--- src/rtl/huffman_decode_tree_builder_assert.svh ---
// Assertion macros for the Huffman decode tree builder.
// Uses the including module's clk and rst; no other dependencies.
`ifndef HUFFMAN_DECODE_TREE_BUILDER_ASSERT_SVH
`define HUFFMAN_DECODE_TREE_BUILDER_ASSERT_SVH
`ifndef SYNTHESIS
// same-cycle implication
`define HDT_ASSERT_NOW(label, ante, cons) \
  label: assert property (@(posedge clk) disable iff (rst) (ante) |-> (cons)) \
    else $error("hdt: same-cycle check failed");
// next-cycle implication
`define HDT_ASSERT_NEXT(label, ante, cons) \
  label: assert property (@(posedge clk) disable iff (rst) (ante) |=> (cons)) \
    else $error("hdt: next-cycle check failed");
`else
`define HDT_ASSERT_NOW(label, ante, cons)
`define HDT_ASSERT_NEXT(label, ante, cons)
`endif
`endif

--- src/rtl/hdt_pkg.sv ---
// Shared types and constants for the Huffman decode tree builder.
// No dependencies.
`default_nettype none

package hdt_pkg;

  localparam int CODE_W       = 32;
  localparam int LEN_W        = 6;
  localparam int SYM_IN_W     = 9;
  localparam int COUNT_W      = 10;
  localparam int MAX_CODE_LEN = 32;

  typedef enum logic [1:0] {
    ST_OK           = 2'd0,
    ST_LEAF_IN_PATH = 2'd1,
    ST_FULL         = 2'd2
  } status_t;

  typedef enum logic [2:0] {
    S_IDLE,
    S_ALIGN,
    S_WALK,
    S_ALLOC,
    S_DONE
  } state_t;

  typedef struct packed {
    logic load;
    logic advance;
  } shift_ctl_t;

endpackage

`default_nettype wire

--- src/rtl/hdt_bit_shifter.sv ---
// Code bit shifter: loads a right-aligned codeword, shifts it up until the
// first code bit sits at the MSB, then hands out one bit per advance.
// Depends on hdt_pkg.
`default_nettype none

module hdt_bit_shifter (
  input  logic                       clk,
  input  logic                       rst,
  input  hdt_pkg::shift_ctl_t        ctl,
  input  logic [hdt_pkg::CODE_W-1:0] code_in,
  input  logic [hdt_pkg::LEN_W-1:0]  len_in,
  output logic                       bit_out,
  output logic                       aligned
);
  import hdt_pkg::*;

  logic [CODE_W-1:0] sr;
  logic [LEN_W-1:0]  skip;  // alignment shifts still to go

  always_ff @(posedge clk) begin
    if (rst) begin
      skip <= '0;
    end else if (ctl.load) begin
      skip <= LEN_W'(CODE_W) - len_in;
    end else if (skip != '0) begin
      skip <= skip - LEN_W'(1);
    end
  end

  always_ff @(posedge clk) begin
    if (ctl.load) begin
      sr <= code_in;
    end else if (skip != '0 || ctl.advance) begin
      sr <= {sr[CODE_W-2:0], 1'b0};
    end
  end

  assign bit_out = sr[CODE_W-1];
  assign aligned = (skip == '0);

endmodule

`default_nettype wire

--- config.mk ---
export PLATFORM = sky130hd
export DESIGN_NAME = hdt_bit_shifter
export DESIGN_NICKNAME = d
export VERILOG_FILES = /design/src/rtl/huffman_decode_tree_builder_assert.svh /design/src/rtl/hdt_pkg.sv /design/src/rtl/hdt_bit_shifter.sv
export SDC_FILE = /design/constraint.sdc
export NUM_CORES = 1
export LEC_CHECK = 0
export ABC_AREA = 1
export BUFFER_PORTS_ARGS = -buffer_cell sky130_fd_sc_hd__buf_2
export CORE_MARGIN = 3
export CORE_UTILIZATION = 47
export CTS_BUF_LIST = sky130_fd_sc_hd__clkbuf_4
export CTS_CLUSTER_SIZE = 16
export DETAILED_ROUTE_END_ITERATION = 8
export PLACE_DENSITY = 0.72
export SYNTH_ARGS = -nofsm -noshare
export SYNTH_HDL_FRONTEND = slang
export SYNTH_SLANG_ARGS = --single-unit
--- constraint.sdc ---
create_clock -name clk -period 2.7 [get_ports clk]
set_input_delay 0.135 -clock clk [delete_from_list [all_inputs] [get_ports clk]]
set_output_delay 0.135 -clock clk [all_outputs]
set_load 0.02 [all_outputs]
==> results of run 1 <==
## routing by layer
layer / up-vias / part of all wire / global-route usage
met3: 4 / 0.052 / 0.0542
met4: 0 / 0.013 / 0.0447
met2: 26 / 0.47 / 0.267
met1: 622 / 0.47 / 0.196
li1: 760 / - / -
met5: - / 0 / 0
## placed cells by master, fill, tap and decap left out
cell,instances
ha_1,3
dfxtp_1,6
nand4_1,2
nand2_1,106
edfxtp_1,32
a21oi_1,10
clkinv_1,1
nor2_4,1
nand2_2,1
nor2_1,8
nor3_2,1
o31ai_1,1
inv_2,1
nor2_2,1
nand3_1,8
o21ai_0,2
buf_2,43
clkbuf_4,7
xnor2_1,1
or2_1,1
buf_4,3
nand4_2,1
inv_1,14
## report_power, final
group	switching [mW]	internal, mW
logic	0.132	0.0858
registers	0.0278	0.734
clock network	0.168	0.120
total	0.328	0.940
## sequential cells by signal, summed over array words and instances (netlist names)
signal and count:
sr 32, skip 6
## layout make-up
type | count | area (sq um)
fillers | 332 | 1390
flip-flops and latches | 38 | 1080
multi-input cells | 147 | 647
repair buffers | 46 | 238
well taps | 46 | 57.6
inverters | 15 | 56.3
clock buffers | 7 | 52.6
clock inverters | 1 | 3.75
## cells in the mapped netlist (all sizes together)
master	count	area, sq um
dfxtp	6	120
nand4	3	25.0
clkbuf	1	3.75
a21oi	10	50.1
inv	15	56.3
o31ai	1	7.51
nand2	107	404
buf	6	32.5
nor2	10	47.6
xnor2	1	8.76
nor3	1	10.0
o21ai	2	10.0
or2	1	6.26
ha	3	37.5
nand3	8	40.0
edfxtp	32	961
## path summary, 6_finish.rpt
kind	slack (ns)	start	depth (start not counted)	to
min reg2reg	0.52	sr[19]$_DFFE_PP_	2	sr[20]$_DFFE_PP_
min	0.05	code_in[0]	3	sr[0]$_SDFFCE_PN0P_
max reg2reg	0.94	skip[0]$_SDFFE_PP0P_	7	sr[29]$_DFFE_PP_
max	0.94	skip[0]$_SDFFE_PP0P_	7	sr[29]$_DFFE_PP_
## critical path, stage by stage, from the launching register on
cell and delay [ns]:
dfxtp_1 0.33, inv_1 0.16, ha_1 0.18, inv_1 0.04, nor2_1 0.13, nand4_2 0.15, or2_1 0.24, buf_4 0.25
## cell families (layout without fill, tap and decap cells)
group / count (synthesis) / in the layout / synth area share
flip-flops: 38 / 38 / 0.594
adder cells (fa/ha/maj): 3 / 3 / 0.0206
AND/OR/NAND/NOR: 130 / 130 / 0.293
XOR/XNOR: 1 / 1 / 0.00481
AO/OA/AOI/OAI: 13 / 13 / 0.0371
buffers and inverters: 22 / 69 / 0.0509
==> impl_metrics.toml, run 1 <==
[run_status]
outcome = "completed"

[yosys]
syn_area_per_cell_sq_um = 8.79
synth_cells = 207
ys_seq_area_frac = 0.594
synth.distinct_cells = 22
synth_fp_nets = 252
synth_seq_cells = 38
netlist_area_sq_um = 1820
yosys_warnings = 0

[pwr]
powerDensity_nw_per_um2 = 594
total_power_mw = 1.27
ir_drop_mv = 0.422
total_leakage_power_nw = 1.08

[final_layout]
finalNonFillerCells = 300
nNetsFinal = 298
postLayoutCellArea_sq_um = 2140
area_growth_pct = 17.3
postLayoutCoreUtil = 0.607
drive_above_1_share = 0.232
diodes = 0

[clock_tree]
cts_setup_buffers = 0
cts_hold_buffers = 0
clockBufferDepth = 2
clkTransAtPathRegs_ns = 0.11
cts_tree = "yes"
root_buffer = "clkbuf_4"
clock_latency_ns = 0.33
cts_resized = 0
numCtsBuffers = 5
cts.sink_count = 38
h-tree-depth = 2

[global_route]
grt_usage = 0.160
grt_pass1_wl_mm = 5.43
overflow = 0
antenna_found_initial = 0
grt_pass1_vias = 1317
grt_max_degree = 40

[timing]
finalHoldViolations = 0
period_needed_ns = 1.76
slew_violations = 0
relSlewSlack = 0.742
worst_pin_slew_ns = 0.388
fmax_mhz = 567
tns_ns = 0
setup_ws_ns = 0.936
setup_viol = 0
fin_crit_sh = 0.653
grt_setup_unrepaired = "false"
skew_ns = 0.0117
timing.hold.ws_ns = 0.0527

[place]
detailedPlace.worstSlack_ns = 0.970
dp.cells = 292
port_buffers = 43
post-dp-hpwl_mm = 2.22
globalplace.congestion = 0.805
dpl_cell_area_sq_um = 2080

[hold_path]
hold_class = "input pin to flop"

[floorplanning]
core_area_sq_um = 3520
std_cell_rows = 21
dieArea_sq_um = 4660
pin_count = 44
start_util = 0.517
die_w_microns = 68.2
die_h_microns = 68.2

[setup_path]
crit_type = "flop to flop"
cp-end-kind = "flop"
critPathMaxFanout = 32
worstPathRequired_ns = 2.75
crit_path_start_kind = "flop"
arrival_ns = 1.81

[route]
vias_per_cell = 4.71
wl_per_cell_microns = 10.5
wl_mm = 3.14
num_vias = 1412
ant_nets = 0
drcViolationCount = 0
drtIter0Drc = 56
drtPass1Iterations = 4

[job]
maxCapViolCount = 0
Power figures use the tool's default switching activity.
==> inputs of run 2 (changes only) <==
ABC_AREA = 0   (was 1)
clock period = 1.7 ns   (was 2.7 ns; I/O delays follow)
==> run 2 against run 1 <==
Against the previous run:
- clock power grew to 2.6 times the previous value
- cell count fell by 28%
- cell area is 1.3% higher
- sequential share of layout area is 0.64 points lower
- die area fell by 2.9%
- area after synthesis is 3.2% lower
- critical path depth down 3
- utilization increased by 1.7 points
- worst hold slack worse by 0.019 ns
- combinational power increased by 76%
- clock skew is 0.0013 ns higher
- largest cell class unchanged
==> impl_metrics.toml, run 2 <==
[run_status]
outcome = "completed"

[hold_path]
min_from = "len_in[0]"
hold_class = "input pin to flop"

[route]
drtPass1Iterations = 4
vias_per_cell = 5.06
ant_nets = 0
wl_per_cell_microns = 13.9
num_vias = 1099
drtIter0Drc = 48
wl_mm = 3.01
drcViolationCount = 0

[yosys]
synth.distinct_cells = 24
netlist_area_sq_um = 1760
synth_seq_cells = 38
syn_area_per_cell_sq_um = 14.4
yosys_warnings = 0
synth_cells = 122
yosys.area.top_type = "edfxtp_1"
synth-simple-area-share = 0.0540
synth_top_area_frac = 0.545
synthMuxAreaShare = 0.205
synth_top_family_by_area = "multiplexers"
synth_common_cells = "edfxtp_1, mux2_2"
synth_adder_area_share = 0.0213
synth-compound-area-share = 0.0348
synthArstFlopShare = 0
synth-edff-count = 32
synth-main-ff-cell = "edfxtp_1"
synth_fp_nets = 167
ys_seq_area_frac = 0.614
synth_xor_area_frac = 0.0398
synthTopCellsByArea = "edfxtp_1, mux2_2, dfxtp_1, xnor2_1, ha_1"

[final_layout]
top_regs = "sr x32, skip x6"
diodes = 0
area_growth_pct = 22.8
regMostFlops = "sr"
finalNonFillerCells = 217
n_fill_cell = 281
final_common_cell = "buf_2"
most-common-layout-cells = "buf_2, mux2_2, edfxtp_1"
largest_reg_flops = 32
nNetsFinal = 215
drive_above_1_share = 0.515

[pwr]
ir_drop_mv = 0.584
total_leakage_power_nw = 0.884
powerDensity_nw_per_um2 = 1080

[floorplanning]
start_util = 0.508
std_cell_rows = 21
dieArea_sq_um = 4520
die_h_microns = 67.2
core_area_sq_um = 3470
die_w_microns = 67.2
pin_count = 44

[setup_path]
slowest_stage = "dfxtp_1"
cp-end-kind = "output pin"
cp-startpoint = "skip[0]$_SDFFE_PP0P_"
critPathMaxFanout = 7
slowest_delay_ns = 0.33
crit_type = "flop to output pin"
r2r-start = "skip[0]$_SDFFE_PP0P_"
worstPathRequired_ns = 1.62
arrival_ns = 1.46
crit_path_start_kind = "flop"
path_cells = "inv_1 > ha_1 > and3_2 > buf_2"

[clock_tree]
clockBufferDepth = 2
cts.sink_count = 38
clock_latency_ns = 0.34
root_buffer = "clkbuf_4"
clkTransAtPathRegs_ns = 0.10
h-tree-depth = 2
numCtsBuffers = 5
cts_tree = "yes"

[timing]
fmax_mhz = 648
worst_pin_slew_ns = 0.293
finalHoldViolations = 0
period_needed_ns = 1.54
slew_violations = 0
skew_ns = 0.0130
tns_ns = 0
relSlewSlack = 0.803
grt_setup_unrepaired = "false"
fin_crit_sh = 0.908
setup_viol = 0

[global_route]
grt_pass1_vias = 1108
grt_max_degree = 44
antenna_found_initial = 0
grt_usage = 0.141
overflow = 0
grt_pass1_wl_mm = 4.70

[place]
port_buffers = 43
globalplace.congestion = 0.829
dp.cells = 208
post-dp-hpwl_mm = 2.13

[job]
maxCapViolCount = 0
## run 2: cell type report
| cell class | count | area, sq um | area share |
|---|---|---|---|
| clock buffer | 5 | 37.5 | 0.0174 |
| clock inverter | 3 | 63.8 | 0.0295 |
| inverter | 6 | 22.5 | 0.0104 |
| multi-input combinational | 72 | 628 | 0.290 |
| sequential | 38 | 1080 | 0.500 |
| tap | 46 | 57.6 | 0.0266 |
| timing repair buffer | 47 | 273 | 0.126 |
## run 2: worst paths after layout
kind | slack, ns | cells past startpoint | end
worst min-delay path | 0.03 | 3 | skip[0]$_SDFFE_PP0P_
worst max register to register | 0.18 | 5 | skip[3]$_SDFFE_PP0P_
worst min register to register | 0.55 | 1 | sr[28]$_DFFE_PP_
worst max-delay path | 0.16 | 4 | aligned
## run 2: timing repair
item / 4_1_cts / 5_1_grt
gates resized for setup: 0 / 1
hold buffers: 1 / 0
hold endpoints to repair: 3 / 0
setup buffers: 0 / 0
setup endpoints to repair: 0 / 1
## run 2: cell families (layout without fill, tap and decap cells)
group | Yosys count | count (layout)
xor+xnor | 8 | 8
mux | 32 | 32
flops | 38 | 38
fa+ha+maj | 3 | 3
simple gates | 20 | 20
buf+inv | 12 | 61
compound gates | 9 | 9
## run 2: metrics by stage
step	power (mW)	cell area [sq um]	setup WS (ns)	hold WS [ns]	util
2_1_floorplan	1.50	1760	0.0250	0.154	-
3_3_place_gp	1.60	2050	0.265	0.330	0.591
3_5_place_dp	1.62	2050	0.185	0.334	0.591
4_1_cts	2.36	2160	0.0802	0.0236	0.623
5_1_grt	2.45	2160	0.0803	0.0225	0.624
6_report	2.34	2160	0.157	0.0335	0.624
## run 2: worst max-delay path: cells and delay by family, from the launching register on
kind / cells / cell delay [ns]
buffers and inverters: 2 / 0.33
adders and majority gates: 1 / 0.20
and+or+nand+nor: 1 / 0.28
DFF: 1 / 0.33
## run 2: layer usage
layer / part of all wire / up-vias / global-route usage / wire length, microns
met1: 0.42 / 525 / 0.161 / 1260
met2: 0.52 / 28 / 0.247 / 1550
met5: 0 / - / 0 / 0
met4: 0.010 / 0 / 0.0532 / 30
met3: 0.057 / 5 / 0.0433 / 172
li1: - / 541 / - / -
## run 2: where the power goes
part	internal (mW)	switching, mW
combinational	0.210	0.174
clock	0.453	0.287
sequential	1.18	0.0441
total	1.84	0.505
==> inputs of run 3 (changes only) <==
CORE_UTILIZATION = 45   (was 47)
PLACE_DENSITY = 0.69   (was 0.72)
==> run 3 against run 2 <==
Against the previous run:
- fmax is 1.5% higher
- clock power down 21%
- first-iteration DRC count is 31% lower
- clock-buffer cell count stayed put
- critical path type unchanged
- global-route usage is 0.49 points lower
- die area rose by 4.0%
==> impl_metrics.toml, run 3 (same netlist as run 2, synthesis figures left out) <==
[global_route]
grt_usage = 0.136
grt_pass1_vias = 1123
grt_max_degree = 24
overflow = 0
antenna_found_initial = 0
grt_pass1_wl_mm = 4.60

[pwr]
total_power_mw = 2.19
p_clk_frac = 0.268
power_switching_mw = 0.499
combPwrFrac = 0.177
seqPwrFrac = 0.555
ir_drop_mv = 0.476
internal-power_mw = 1.70
total_leakage_power_nw = 0.888
powerDensity_nw_per_um2 = 1020
swShare = 0.227

[timing]
tns_ns = 0
grt_setup_unrepaired = "false"
relSlewSlack = 0.664
period_needed_ns = 1.52
finalHoldViolations = 0
slew_violations = 0
setup_viol = 0
setup_ws_ns = 0.180
timing.hold.ws_ns = 0.0298
fmax_mhz = 658
worst_pin_slew_ns = 0.504
fin_crit_sh = 0.894
skew_ns = 0.00282

[route]
drtPass1Iterations = 4
num_vias = 1101
drtIter0Drc = 33
wl_mm = 2.92
drcViolationCount = 0
ant_nets = 0
wl_per_cell_microns = 13.3
vias_per_cell = 5.00

[job]
maxCapViolCount = 0

[clock_tree]
h-tree-depth = 2
numCtsBuffers = 5
clockBufferDepth = 2
clkTransAtPathRegs_ns = 0.11
clock_latency_ns = 0.32
cts_tree = "yes"
cts.sink_count = 38
cts_setup_buffers = 0
root_buffer = "clkbuf_4"

[place]
detailedPlace.worstSlack_ns = 0.194
port_buffers = 43
dp.cells = 211
globalplace.congestion = 0.691
dpl_cell_area_sq_um = 2070
post-dp-hpwl_mm = 2.26

[final_layout]
most-common-layout-cells = "buf_2, mux2_2, edfxtp_1"
nNetsFinal = 216
top_regs = "sr x32, skip x6"
finalNonFillerCells = 220
regMostFlops = "sr"
largest_reg_flops = 32
area_growth_pct = 22.7
postLayoutCoreUtil = 0.582
postLayoutCellArea_sq_um = 2160
drive_above_1_share = 0.523
final_common_cell = "buf_2"
diodes = 0

[hold_path]
hold_class = "input pin to flop"
min_from = "len_in[0]"
holdPathStages = 3
min_to = "skip[0]$_SDFFE_PP0P_"

[floorplanning]
die_w_microns = 68.6
dieArea_sq_um = 4700
pin_count = 44
start_util = 0.474
core_area_sq_um = 3720
die_h_microns = 68.6
std_cell_rows = 22

[setup_path]
r2r-start = "skip[0]$_SDFFE_PP0P_"
r2r-end = "skip[3]$_SDFFE_PP0P_"
crit_path_start_kind = "flop"
cp-end-kind = "output pin"
worstPathRequired_ns = 1.62
arrival_ns = 1.43
worst-r2r-setup-slack_ns = 0.19
r2r_cells = 5
critPathMaxFanout = 7
crit_type = "flop to output pin"

[run_status]
outcome = "completed"
-- run 3: changes by cell type in the layout (fill, tap and decap cells not counted) --
cell | previous run | this run
clkinv_2 | 0 | 2
clkinv_1 | 1 | 0
buf_12 | 2 | 3
bufinv_16 | 2 | 1
-- run 3: critical path, stage by stage (launching register included) --
cell and delay (ns):
dfxtp_1 0.33, inv_1 0.12, ha_1 0.20, and3_2 0.27, buf_2 0.19
-- run 3: cell type report --
type                            instances  area, sq um
Clock buffer                            5         37.5
Tap cell                               48         60.1
Multi-Input combinational cell         72          628
Timing Repair Buffer                   48          293
Inverter                                6         22.5
Sequential cell                        38         1080
Clock inverter                          3         40.0
Fill cell                             307         1550
-- run 3: how the worst max path moves through the flow --
| stage | to | slack [ns] | cells after the start | startpoint |
|---|---|---|---|---|
| finish | aligned | 0.18 | 4 | skip[0]$_SDFFE_PP0P_ |
| global route | aligned | 0.07 | 4 | skip[0]$_SDFFE_PP0P_ |
| CTS | aligned | 0.08 | 4 | skip[0]$_SDFFE_PP0P_ |
| detailed placement | sr[12]$_DFFE_PP_ | 0.19 | 5 | skip[0]$_SDFFE_PP0P_ |
| global placement | sr[14]$_DFFE_PP_ | 0.26 | 5 | skip[0]$_SDFFE_PP0P_ |
| floorplan | sr[0]$_SDFFCE_PN0P_ | 0.03 | 5 | skip[0]$_SDFFE_PP0P_ |
-- run 3: timing repair --
action,in CTS,in global routing
hold buffers,1,0
setup endpoints to repair,0,1
gates resized for setup,0,1
hold endpoints to repair,3,0
-- run 3: metal layers --
layer | share of wire | track usage | vias to the layer above
met3 | 0.069 | 0.0535 | 4
met1 | 0.41 | 0.147 | 518
met4 | 0.0086 | 0.0447 | 0
met2 | 0.51 | 0.241 | 32
li1 | - | - | 547
met5 | 0 | 0 | -
-- run 3: power groups by stage --
stage	Sequential, mW	Combinational (mW)	Clock [mW]
floorplan	1.23	0.269	0
global placement	1.24	0.368	0
detailed placement	1.24	0.388	0
CTS	1.22	0.392	0.611
global route	1.23	0.427	0.651
finish	1.22	0.388	0.588
